### src/design/jchl_pkg.sv
// Shared types and constants for the canonical Huffman lookup unit.
package jchl_pkg;

	localparam int unsigned MAX_CODE_LENGTH_DEF = 16;
	localparam int unsigned SYMBOL_DEPTH_DEF    = 256;

	localparam int unsigned LEN_W   = 5;
	localparam int unsigned COUNT_W = 9;
	localparam int unsigned SYM_W   = 8;
	localparam int unsigned BITS_W  = 16;
	localparam int unsigned CODE_W  = 17;
	localparam int unsigned IDX_W   = 10;

	localparam logic [SYM_W-1:0] EOB_SYMBOL = 8'h00;

	typedef enum logic [1:0] {
		CMD_CLEAR       = 2'd0,
		CMD_LOAD_COUNT  = 2'd1,
		CMD_LOAD_SYMBOL = 2'd2,
		CMD_LOOKUP      = 2'd3
	} cmd_t;

	typedef enum logic [1:0] {
		ST_IDLE,
		ST_CALC,
		ST_ADDR,
		ST_READ
	} state_t;

	typedef struct packed {
		logic clear;
		logic load_count;
		logic load_symbol;
		logic capture;
		logic calc;
		logic addr;
		logic out_load;
	} ctrl_t;

endpackage

### src/design/jchl_ram.sv
// Generic single-write, single-read RAM with registered read data.
module jchl_ram #(
	parameter int unsigned WIDTH = 8,
	parameter int unsigned DEPTH = 256
) (
	input  logic                     clk,
	input  logic                     wr_en,
	input  logic [$clog2(DEPTH)-1:0] wr_addr,
	input  logic [WIDTH-1:0]         wr_data,
	input  logic                     rd_en,
	input  logic [$clog2(DEPTH)-1:0] rd_addr,
	output logic [WIDTH-1:0]         rd_data
);

	logic [WIDTH-1:0] mem_q [DEPTH];
	logic [WIDTH-1:0] rd_data_q;

	always_ff @(posedge clk) begin
		if (wr_en) begin
			mem_q[wr_addr] <= wr_data;
		end
		if (rd_en) begin
			rd_data_q <= mem_q[rd_addr];
		end
	end

	assign rd_data = rd_data_q;

endmodule

### src/design/jchl_ctrl.sv
// Controller state machine: sequences commands and the lookup steps, owns output valid.
module jchl_ctrl (
	input  logic             clk,
	input  logic             arst_n,
	input  logic             in_valid,
	output logic             in_ready,
	input  logic [1:0]       command,
	output logic             out_valid,
	input  logic             out_ready,
	output jchl_pkg::ctrl_t  ctrl
);

	jchl_pkg::state_t state_q, state_d;
	logic             out_valid_q, out_valid_d;
	logic             accept;
	jchl_pkg::cmd_t   cmd;

	assign cmd = jchl_pkg::cmd_t'(command);

	always_ff @(posedge clk or negedge arst_n) begin
		if (!arst_n) begin
			state_q     <= jchl_pkg::ST_IDLE;
			out_valid_q <= 1'b0;
		end else begin
			state_q     <= state_d;
			out_valid_q <= out_valid_d;
		end
	end

	always_comb begin
		state_d  = state_q;
		ctrl     = '0;
		in_ready = 1'b0;
		accept   = 1'b0;
		unique case (state_q)
			jchl_pkg::ST_IDLE: begin
				in_ready = 1'b1;
				accept   = in_valid;
				if (accept) begin
					unique case (cmd)
						jchl_pkg::CMD_CLEAR:       ctrl.clear       = 1'b1;
						jchl_pkg::CMD_LOAD_COUNT:  ctrl.load_count  = 1'b1;
						jchl_pkg::CMD_LOAD_SYMBOL: ctrl.load_symbol = 1'b1;
						jchl_pkg::CMD_LOOKUP: begin
							ctrl.capture = 1'b1;
							state_d      = jchl_pkg::ST_CALC;
						end
					endcase
				end
			end
			jchl_pkg::ST_CALC: begin
				ctrl.calc = 1'b1;
				state_d   = jchl_pkg::ST_ADDR;
			end
			jchl_pkg::ST_ADDR: begin
				ctrl.addr = 1'b1;
				state_d   = jchl_pkg::ST_READ;
			end
			jchl_pkg::ST_READ: begin
				// hold the read word until the output register is free
				if (!out_valid_q || out_ready) begin
					ctrl.out_load = 1'b1;
					state_d       = jchl_pkg::ST_IDLE;
				end
			end
			default: state_d = jchl_pkg::ST_IDLE;
		endcase
		out_valid_d = ctrl.out_load | (out_valid_q & ~out_ready);
	end

	assign out_valid = out_valid_q;

endmodule

### src/design/jchl_datapath.sv
// Datapath: per-length code tables, symbol store and the lookup compare chain.
module jchl_datapath #(
	parameter int unsigned MAX_CODE_LENGTH = jchl_pkg::MAX_CODE_LENGTH_DEF,
	parameter int unsigned SYMBOL_DEPTH    = jchl_pkg::SYMBOL_DEPTH_DEF
) (
	input  logic                           clk,
	input  logic                           arst_n,
	input  jchl_pkg::ctrl_t                ctrl,
	input  logic [jchl_pkg::LEN_W-1:0]     code_length,
	input  logic [jchl_pkg::COUNT_W-1:0]   symbol_count,
	input  logic [jchl_pkg::SYM_W-1:0]     symbol_value,
	input  logic [jchl_pkg::BITS_W-1:0]    code_bits,
	output logic                           hit,
	output logic [jchl_pkg::SYM_W-1:0]     symbol,
	output logic                           end_of_block
);

	localparam int unsigned SLOT_W = (MAX_CODE_LENGTH > 1) ? $clog2(MAX_CODE_LENGTH) : 1;
	localparam int unsigned ADDR_W = $clog2(SYMBOL_DEPTH);
	localparam int unsigned PTR_W  = $clog2(SYMBOL_DEPTH + 1);
	localparam int unsigned LEN_W  = jchl_pkg::LEN_W;
	localparam int unsigned CNT_W  = jchl_pkg::COUNT_W;
	localparam int unsigned CODE_W = jchl_pkg::CODE_W;
	localparam int unsigned IDX_W  = jchl_pkg::IDX_W;
	localparam int unsigned SYM_W  = jchl_pkg::SYM_W;

	// table state
	logic [CNT_W-1:0]  length_count_q  [MAX_CODE_LENGTH];
	logic [CODE_W-1:0] first_code_q    [MAX_CODE_LENGTH];
	logic [CNT_W-1:0]  symbol_offset_q [MAX_CODE_LENGTH];
	logic [CODE_W-1:0] next_code_q;
	logic [PTR_W-1:0]  write_pointer_q;
	logic [LEN_W-1:0]  expected_length_q;
	logic [CNT_W-1:0]  symbol_total_q;

	// load count
	logic              load_ok;
	logic [SLOT_W-1:0] load_slot;
	logic [CODE_W-1:0] shifted_code;
	logic [CNT_W:0]    total_sum;
	logic              store_ok;

	// lookup pipeline
	logic [LEN_W-1:0]         len_q;
	logic [jchl_pkg::BITS_W-1:0] bits_q;
	logic              len_ok;
	logic [SLOT_W-1:0] look_slot;
	logic [CODE_W-1:0] code_mask;
	logic [CODE_W-1:0] code;
	logic [CODE_W-1:0] diff;
	logic              range_ok;
	logic              in_range_s1;
	logic [CNT_W-1:0]  diff_s1;
	logic [CNT_W-1:0]  offset_s1;
	logic [IDX_W-1:0]  idx;
	logic              hit_s2;
	logic [SYM_W-1:0]  ram_rd_data;
	logic              hit_q;
	logic [SYM_W-1:0]  symbol_q;

	assign load_ok = (code_length != '0) && (code_length <= LEN_W'(MAX_CODE_LENGTH))
		&& (code_length >= expected_length_q);
	assign load_slot    = SLOT_W'(code_length - LEN_W'(1));
	assign shifted_code = next_code_q << (code_length - expected_length_q);
	assign total_sum    = {1'b0, symbol_total_q} + {1'b0, symbol_count};
	assign store_ok     = write_pointer_q < PTR_W'(SYMBOL_DEPTH);

	always_ff @(posedge clk or negedge arst_n) begin
		if (!arst_n) begin
			for (int i = 0; i < MAX_CODE_LENGTH; i++) begin
				length_count_q[i]  <= '0;
				first_code_q[i]    <= '0;
				symbol_offset_q[i] <= '0;
			end
			next_code_q       <= '0;
			write_pointer_q   <= '0;
			expected_length_q <= LEN_W'(1);
			symbol_total_q    <= '0;
		end else if (ctrl.clear) begin
			for (int i = 0; i < MAX_CODE_LENGTH; i++) begin
				length_count_q[i]  <= '0;
				first_code_q[i]    <= '0;
				symbol_offset_q[i] <= '0;
			end
			next_code_q       <= '0;
			write_pointer_q   <= '0;
			expected_length_q <= LEN_W'(1);
			symbol_total_q    <= '0;
		end else begin
			if (ctrl.load_count && load_ok) begin
				first_code_q[load_slot]    <= shifted_code;
				symbol_offset_q[load_slot] <= symbol_total_q;
				length_count_q[load_slot]  <= symbol_count;
				next_code_q       <= (shifted_code + CODE_W'(symbol_count)) << 1;
				expected_length_q <= code_length + LEN_W'(1);
				// saturate the running total
				symbol_total_q    <= total_sum[CNT_W] ? '1 : total_sum[CNT_W-1:0];
			end
			if (ctrl.load_symbol && store_ok) begin
				write_pointer_q <= write_pointer_q + PTR_W'(1);
			end
		end
	end

	// lookup: capture the word, then range check, then index and read
	always_ff @(posedge clk) begin
		if (ctrl.capture) begin
			len_q  <= code_length;
			bits_q <= code_bits;
		end
	end

	assign len_ok    = (len_q != '0) && (len_q <= LEN_W'(MAX_CODE_LENGTH));
	assign look_slot = SLOT_W'(len_q - LEN_W'(1));
	assign code_mask = (CODE_W'(1) << len_q) - CODE_W'(1);
	assign code      = CODE_W'(bits_q) & code_mask;
	assign diff      = code - first_code_q[look_slot];
	assign range_ok  = len_ok && (code >= first_code_q[look_slot])
		&& (diff < CODE_W'(length_count_q[look_slot]));

	always_ff @(posedge clk or negedge arst_n) begin
		if (!arst_n) begin
			in_range_s1 <= 1'b0;
			hit_s2      <= 1'b0;
			hit_q       <= 1'b0;
		end else begin
			if (ctrl.calc) begin
				in_range_s1 <= range_ok;
			end
			if (ctrl.addr) begin
				hit_s2 <= in_range_s1 && (idx < IDX_W'(write_pointer_q));
			end
			if (ctrl.out_load) begin
				hit_q <= hit_s2;
			end
		end
	end

	always_ff @(posedge clk) begin
		if (ctrl.calc) begin
			diff_s1   <= diff[CNT_W-1:0];
			offset_s1 <= symbol_offset_q[look_slot];
		end
		if (ctrl.out_load) begin
			symbol_q <= hit_s2 ? ram_rd_data : '0;
		end
	end

	assign idx = IDX_W'(offset_s1) + IDX_W'(diff_s1);

	jchl_ram #(
		.WIDTH (SYM_W),
		.DEPTH (SYMBOL_DEPTH)
	) u_symbol_store (
		.clk     (clk),
		.wr_en   (ctrl.load_symbol && store_ok),
		.wr_addr (write_pointer_q[ADDR_W-1:0]),
		.wr_data (symbol_value),
		.rd_en   (ctrl.addr),
		.rd_addr (idx[ADDR_W-1:0]),
		.rd_data (ram_rd_data)
	);

	assign hit          = hit_q;
	assign symbol       = symbol_q;
	assign end_of_block = hit_q && (symbol_q == jchl_pkg::EOB_SYMBOL);

endmodule

### src/design/jpeg_canonical_huffman_lookup_unit.sv
// Top level of the canonical Huffman table builder and code lookup unit.
//
// Input channel (in_valid/in_ready) carries one command word: clear table,
// load the symbol count of one code length (lengths in ascending order),
// load the next symbol, or look up a code given with its exact length.
// Only a lookup produces an output word on the out_valid/out_ready channel:
// hit, the symbol (zero on a miss) and end_of_block for symbol zero.
// Clear and load words act at acceptance; a new word is taken the next
// cycle. A lookup is captured at acceptance and passes through registered
// steps: range check against the first code and count of its length,
// symbol index and registered store read, output register load. One
// lookup is in flight at a time; no new word is taken until it has loaded
// the output register.
// The output register lets a new word be accepted while a result waits. If
// the receiver stalls, a following lookup holds in its last step until the
// output register frees; ready stays low meanwhile.
// Reset empties the table (no counts, no symbols loaded) and clears output
// valid. Symbol store contents are not cleared; unloaded entries are never hit.
module jpeg_canonical_huffman_lookup_unit #(
	parameter int unsigned MAX_CODE_LENGTH = jchl_pkg::MAX_CODE_LENGTH_DEF,
	parameter int unsigned SYMBOL_DEPTH    = jchl_pkg::SYMBOL_DEPTH_DEF
) (
	input  logic                           clk,
	input  logic                           arst_n,
	input  logic                           in_valid,
	output logic                           in_ready,
	input  logic [1:0]                     command,
	input  logic [jchl_pkg::LEN_W-1:0]     code_length,
	input  logic [jchl_pkg::COUNT_W-1:0]   symbol_count,
	input  logic [jchl_pkg::SYM_W-1:0]     symbol_value,
	input  logic [jchl_pkg::BITS_W-1:0]    code_bits,
	output logic                           out_valid,
	input  logic                           out_ready,
	output logic                           hit,
	output logic [jchl_pkg::SYM_W-1:0]     symbol,
	output logic                           end_of_block
);

	jchl_pkg::ctrl_t ctrl;

	jchl_ctrl u_ctrl (
		.clk       (clk),
		.arst_n    (arst_n),
		.in_valid  (in_valid),
		.in_ready  (in_ready),
		.command   (command),
		.out_valid (out_valid),
		.out_ready (out_ready),
		.ctrl      (ctrl)
	);

	jchl_datapath #(
		.MAX_CODE_LENGTH (MAX_CODE_LENGTH),
		.SYMBOL_DEPTH    (SYMBOL_DEPTH)
	) u_datapath (
		.clk          (clk),
		.arst_n       (arst_n),
		.ctrl         (ctrl),
		.code_length  (code_length),
		.symbol_count (symbol_count),
		.symbol_value (symbol_value),
		.code_bits    (code_bits),
		.hit          (hit),
		.symbol       (symbol),
		.end_of_block (end_of_block)
	);

endmodule

### config.mk
export PLATFORM = sky130hd
export DESIGN_NAME = jpeg_canonical_huffman_lookup_unit
export DESIGN_NICKNAME = d
export VERILOG_FILES = /design/src/design/jchl_pkg.sv /design/src/design/jchl_ram.sv /design/src/design/jchl_ctrl.sv /design/src/design/jchl_datapath.sv /design/src/design/jpeg_canonical_huffman_lookup_unit.sv
export SDC_FILE = /design/constraint.sdc
export NUM_CORES = 2
export LEC_CHECK = 0
export BUFFER_PORTS_ARGS = -buffer_cell sky130_fd_sc_hd__buf_4
export CORE_ASPECT_RATIO = 0.75
export CORE_MARGIN = 5
export CORE_UTILIZATION = 37
export CTS_BUF_LIST = sky130_fd_sc_hd__clkbuf_8
export CTS_CLUSTER_DIAMETER = 150
export CTS_CLUSTER_SIZE = 30
export DETAILED_ROUTE_END_ITERATION = 10
export PLACE_DENSITY = 0.51
export SETUP_SLACK_MARGIN = 0.5
export SYNTH_ARGS = -nofsm -noshare
export SYNTH_HDL_FRONTEND = slang
export SYNTH_SLANG_ARGS = --single-unit
### constraint.sdc
create_clock -name clk -period 6.35 [get_ports clk]
set_input_delay 0.3175 -clock clk [delete_from_list [all_inputs] [get_ports clk]]
set_output_delay 0.3175 -clock clk [all_outputs]
set_load 0.01 [all_outputs]
==> flow_summary.toml <==
[detailed_routing]
routed_wl_um = 299000
drt-initial-drc-count = 6850
post_drt_wl_per_cell_um = 27.6
firstDrtPassIters = 6
vias = 59800
viasPerCell = 5.52
drc = 0
ant_nets = 0

[critical_path]
crit_type = "reg -> reg"
rr_worst_depth = 21
r2r_setup_slack_ns = 0.87
worstPathRequired_ns = 7.23
path_max_fanout = 34
crit_arrival_ns = 6.36
crit_path_end_kind = "flop"
startpoint = "u_datapath.len_q[0]$_DFFE_PP_"
regToRegEndpoint = "u_datapath.in_range_s1$_DFFE_PN0N_"
cp-start-kind = "flop"
crit_end = "u_datapath.in_range_s1$_DFFE_PN0N_"
timing.rr.start = "u_datapath.len_q[0]$_DFFE_PP_"

[synth]
synth_flop_cell = "edfxtp_1"
synth-warning-count = 0
synthTopCellsByArea = "edfxtp_1, mux4_2, dfrtp_1"
synth_area_mm2 = 0.113
synth_seq_cells = 2692
syn_nets = 6949
synth_top_area_share = 0.560
postSynthAreaPerCell_um2 = 16.5
synth_cell_type_count = 79
synth_largest_area_cell = "edfxtp_1"
synth_cells = 6818
synth_enable_flop_cells = 2103
async_reset_ff_frac = 0.219
yosysSeqAreaShare = 0.691

[placement]
port_buffers = 55
dpl_worst_slack_ns = 0.861
hpwl_um = 182000
finalWeightedCongestion = 0.844

[outcome]
run_status = "complete, no violations"

[final_layout]
mostFrequentLayoutCell = "edfxtp_1"
syn_to_final_growth_pct = 6.46
final_cell_mix = "edfxtp_1, nand2_1, mux4_2"
drive_above_1_share = 0.179
fillers = 27500
final_nets = 6835

[clock_network]
htreeDepth = 3
path_clk_slew_ns = 0.21
clkLatencyLatePin_ns = 1.00
cts_inserted_buffers = 100
ctsLongestPathBuffers = 3
cts.sinks = 2692
cts_tree = "done"
cts-root-buf = "clkbuf_8"
postCtsResizedCells = 0

[floorplan]
start_util = 0.372
core_area_mm2 = 0.303
die_h_um = 488
row_count = 175
die_x_um = 647
dieArea_mm2 = 0.316
io_pins = 56

[power_and_ir_drop]
p_total_mw = 44.8
p_leak_nw = 39.1
ir_drop_mv = 0.388
power_density_mw_per_mm2 = 374

[sta]
max_slew.worst_pin.slew_ns = 1.39
min_period_over_period = 0.863
setup_tns_ns = 0
min_period_ns = 5.48
rsz0062_at_grt = "no"
finClkSkew_ns = 0.0997
max_freq_mhz = 182
postLayoutSetupSlackWorst_ns = 0.870
max-slew-margin-rel = 0.0759
setup_viol = 0
final_hold_viol_count = 0
final_max_slew_viol_count = 0

[global_routing]
grt_busiest_layer = "met1"
grt.met3_usage = 0.0242
grt_pass1_wl_um = 437000
grt_max_degree = 237
global_route.usage.met1 = 0.296
overflow = 0
first_global_vias = 59900
grtUsageTotal = 0.187
use_met2 = 0.277
antenna_found_initial = 22

[run]
cap_violations = 0

[min_path]
hp-class = "in -> reg"
cell type report:
class	instances	area, µm²	share of cell area
inverters	78	293	0.00244
flip-flops and latches	2692	77900	0.649
clock inverters	56	298	0.00248
multi-input cells	3545	32200	0.269
well taps	4071	5090	0.0424
clock buffers	101	1390	0.0116
repair buffers	287	2800	0.0233
diodes	5	12.5	0.000104
worst max-delay path, cell delays in order, from the launching register on:
cell,delay (ns)
edfxtp_1,0.45
buf_12,0.29
mux4_2,0.57
mux4_2,0.53
inv_1,0.09
ha_1,0.22
o21ai_0,0.21
nor2b_1,0.25
nor2b_1,0.07
o21ai_0,0.21
nand2b_1,0.13
a21oi_1,0.19
o21bai_1,0.10
xnor2_1,0.24
ha_1,0.29
nor2b_1,0.13
o21ai_0,0.19
o211ai_1,0.11
or4_1,0.47
a211oi_1,0.22
o311ai_1,0.13
o32ai_1,0.28
power by group:
part | internal (mW) | switching [mW] | leakage (nW)
Clock | 1.53 | 5.21 | 1.03
Combinational | 7.37 | 11.0 | 10.9
Sequential | 19.4 | 0.394 | 27.1
Total | 28.3 | 16.6 | 39.1
metrics by stage:
step | area [µm²] | cells | hold WS (ns) | utilization
after detailed placement | 118000 | 10600 | 0.371 | 0.388
final | 120000 | 10800 | 0.182 | 0.396
after CTS | 120000 | 10800 | 0.0619 | 0.396
after global placement | 118000 | 10600 | 0.365 | 0.388
after floorplan | 113000 | 6818 | 0.0219 | -
after global routing | 120000 | 10800 | 0.120 | 0.396
sequential cells by signal (all words and copies together), names as in the netlist, 2 cells and up:
register                           cells
u_ctrl.state_q                         2
u_datapath.bits_q                     16
u_datapath.diff_s1                     9
u_datapath.expected_length_q           5
u_datapath.first_code_q              256
u_datapath.len_q                       5
u_datapath.length_count_q            144
u_datapath.next_code_q                16
u_datapath.offset_s1                   9
u_datapath.symbol                      8
u_datapath.symbol_offset_q           144
u_datapath.symbol_total_q              9
u_datapath.u_symbol_store.mem_q     2048
u_datapath.u_symbol_store.rd_data      8
u_datapath.write_pointer_q             9
worst min-delay path by stage:
stage	start	endpoint	slack (ns)	depth (start not counted)
after detailed placement	arst_n	u_datapath.first_code_q[264]$_DFFE_PN0P_	0.37	1
after floorplan	arst_n	u_ctrl.out_valid$_DFF_PN0_	0.02	0
after global routing	command[1]	u_datapath.write_pointer_q[4]$_DFFE_PN0P_	0.12	5
after CTS	command[1]	u_datapath.write_pointer_q[4]$_DFFE_PN0P_	0.06	5
final	command[1]	u_datapath.write_pointer_q[4]$_DFFE_PN0P_	0.18	5
after global placement	arst_n	u_datapath.first_code_q[247]$_DFFE_PN0P_	0.36	1
Yosys cell counts, drive strengths merged (63+ instances only):
cell type / number
mux2i: 154
ha: 82
nand4: 63
nor2: 311
nand2: 1162
edfxtp: 2103
dfrtp: 588
buf: 232
o21ai: 455
nand3: 75
inv: 78
clkbuf: 271
a31oi: 69
mux4: 773
timing repair:
item,4_1_cts,5_1_grt
buffers inserted,0,4
endpoints found under the setup margin,0,1
hold buffers,62,0
hold endpoints to repair,1361,0
cells by family after synthesis:
family | after synthesis | share of synthesized area
muxes | 963 | 0.172
adders and majority gates | 87 | 0.00999
xor gates and xnor gates | 47 | 0.00385
and+or+nand+nor | 1755 | 0.0642
DFF | 2692 | 0.691
other | 1 | 0.0000333
buffers and inverters | 581 | 0.0245
AOI/OAI and AO/OA | 692 | 0.0346
per-layer routing:
layer	share of wire	wire, µm	vias to the layer above
li1	-	-	25600
met1	0.48	143000	32000
met2	0.44	132000	1871
met3	0.059	17700	265
met4	0.019	5800	2
met5	0.000044	13	-
Power figures use the tool's default switching activity.
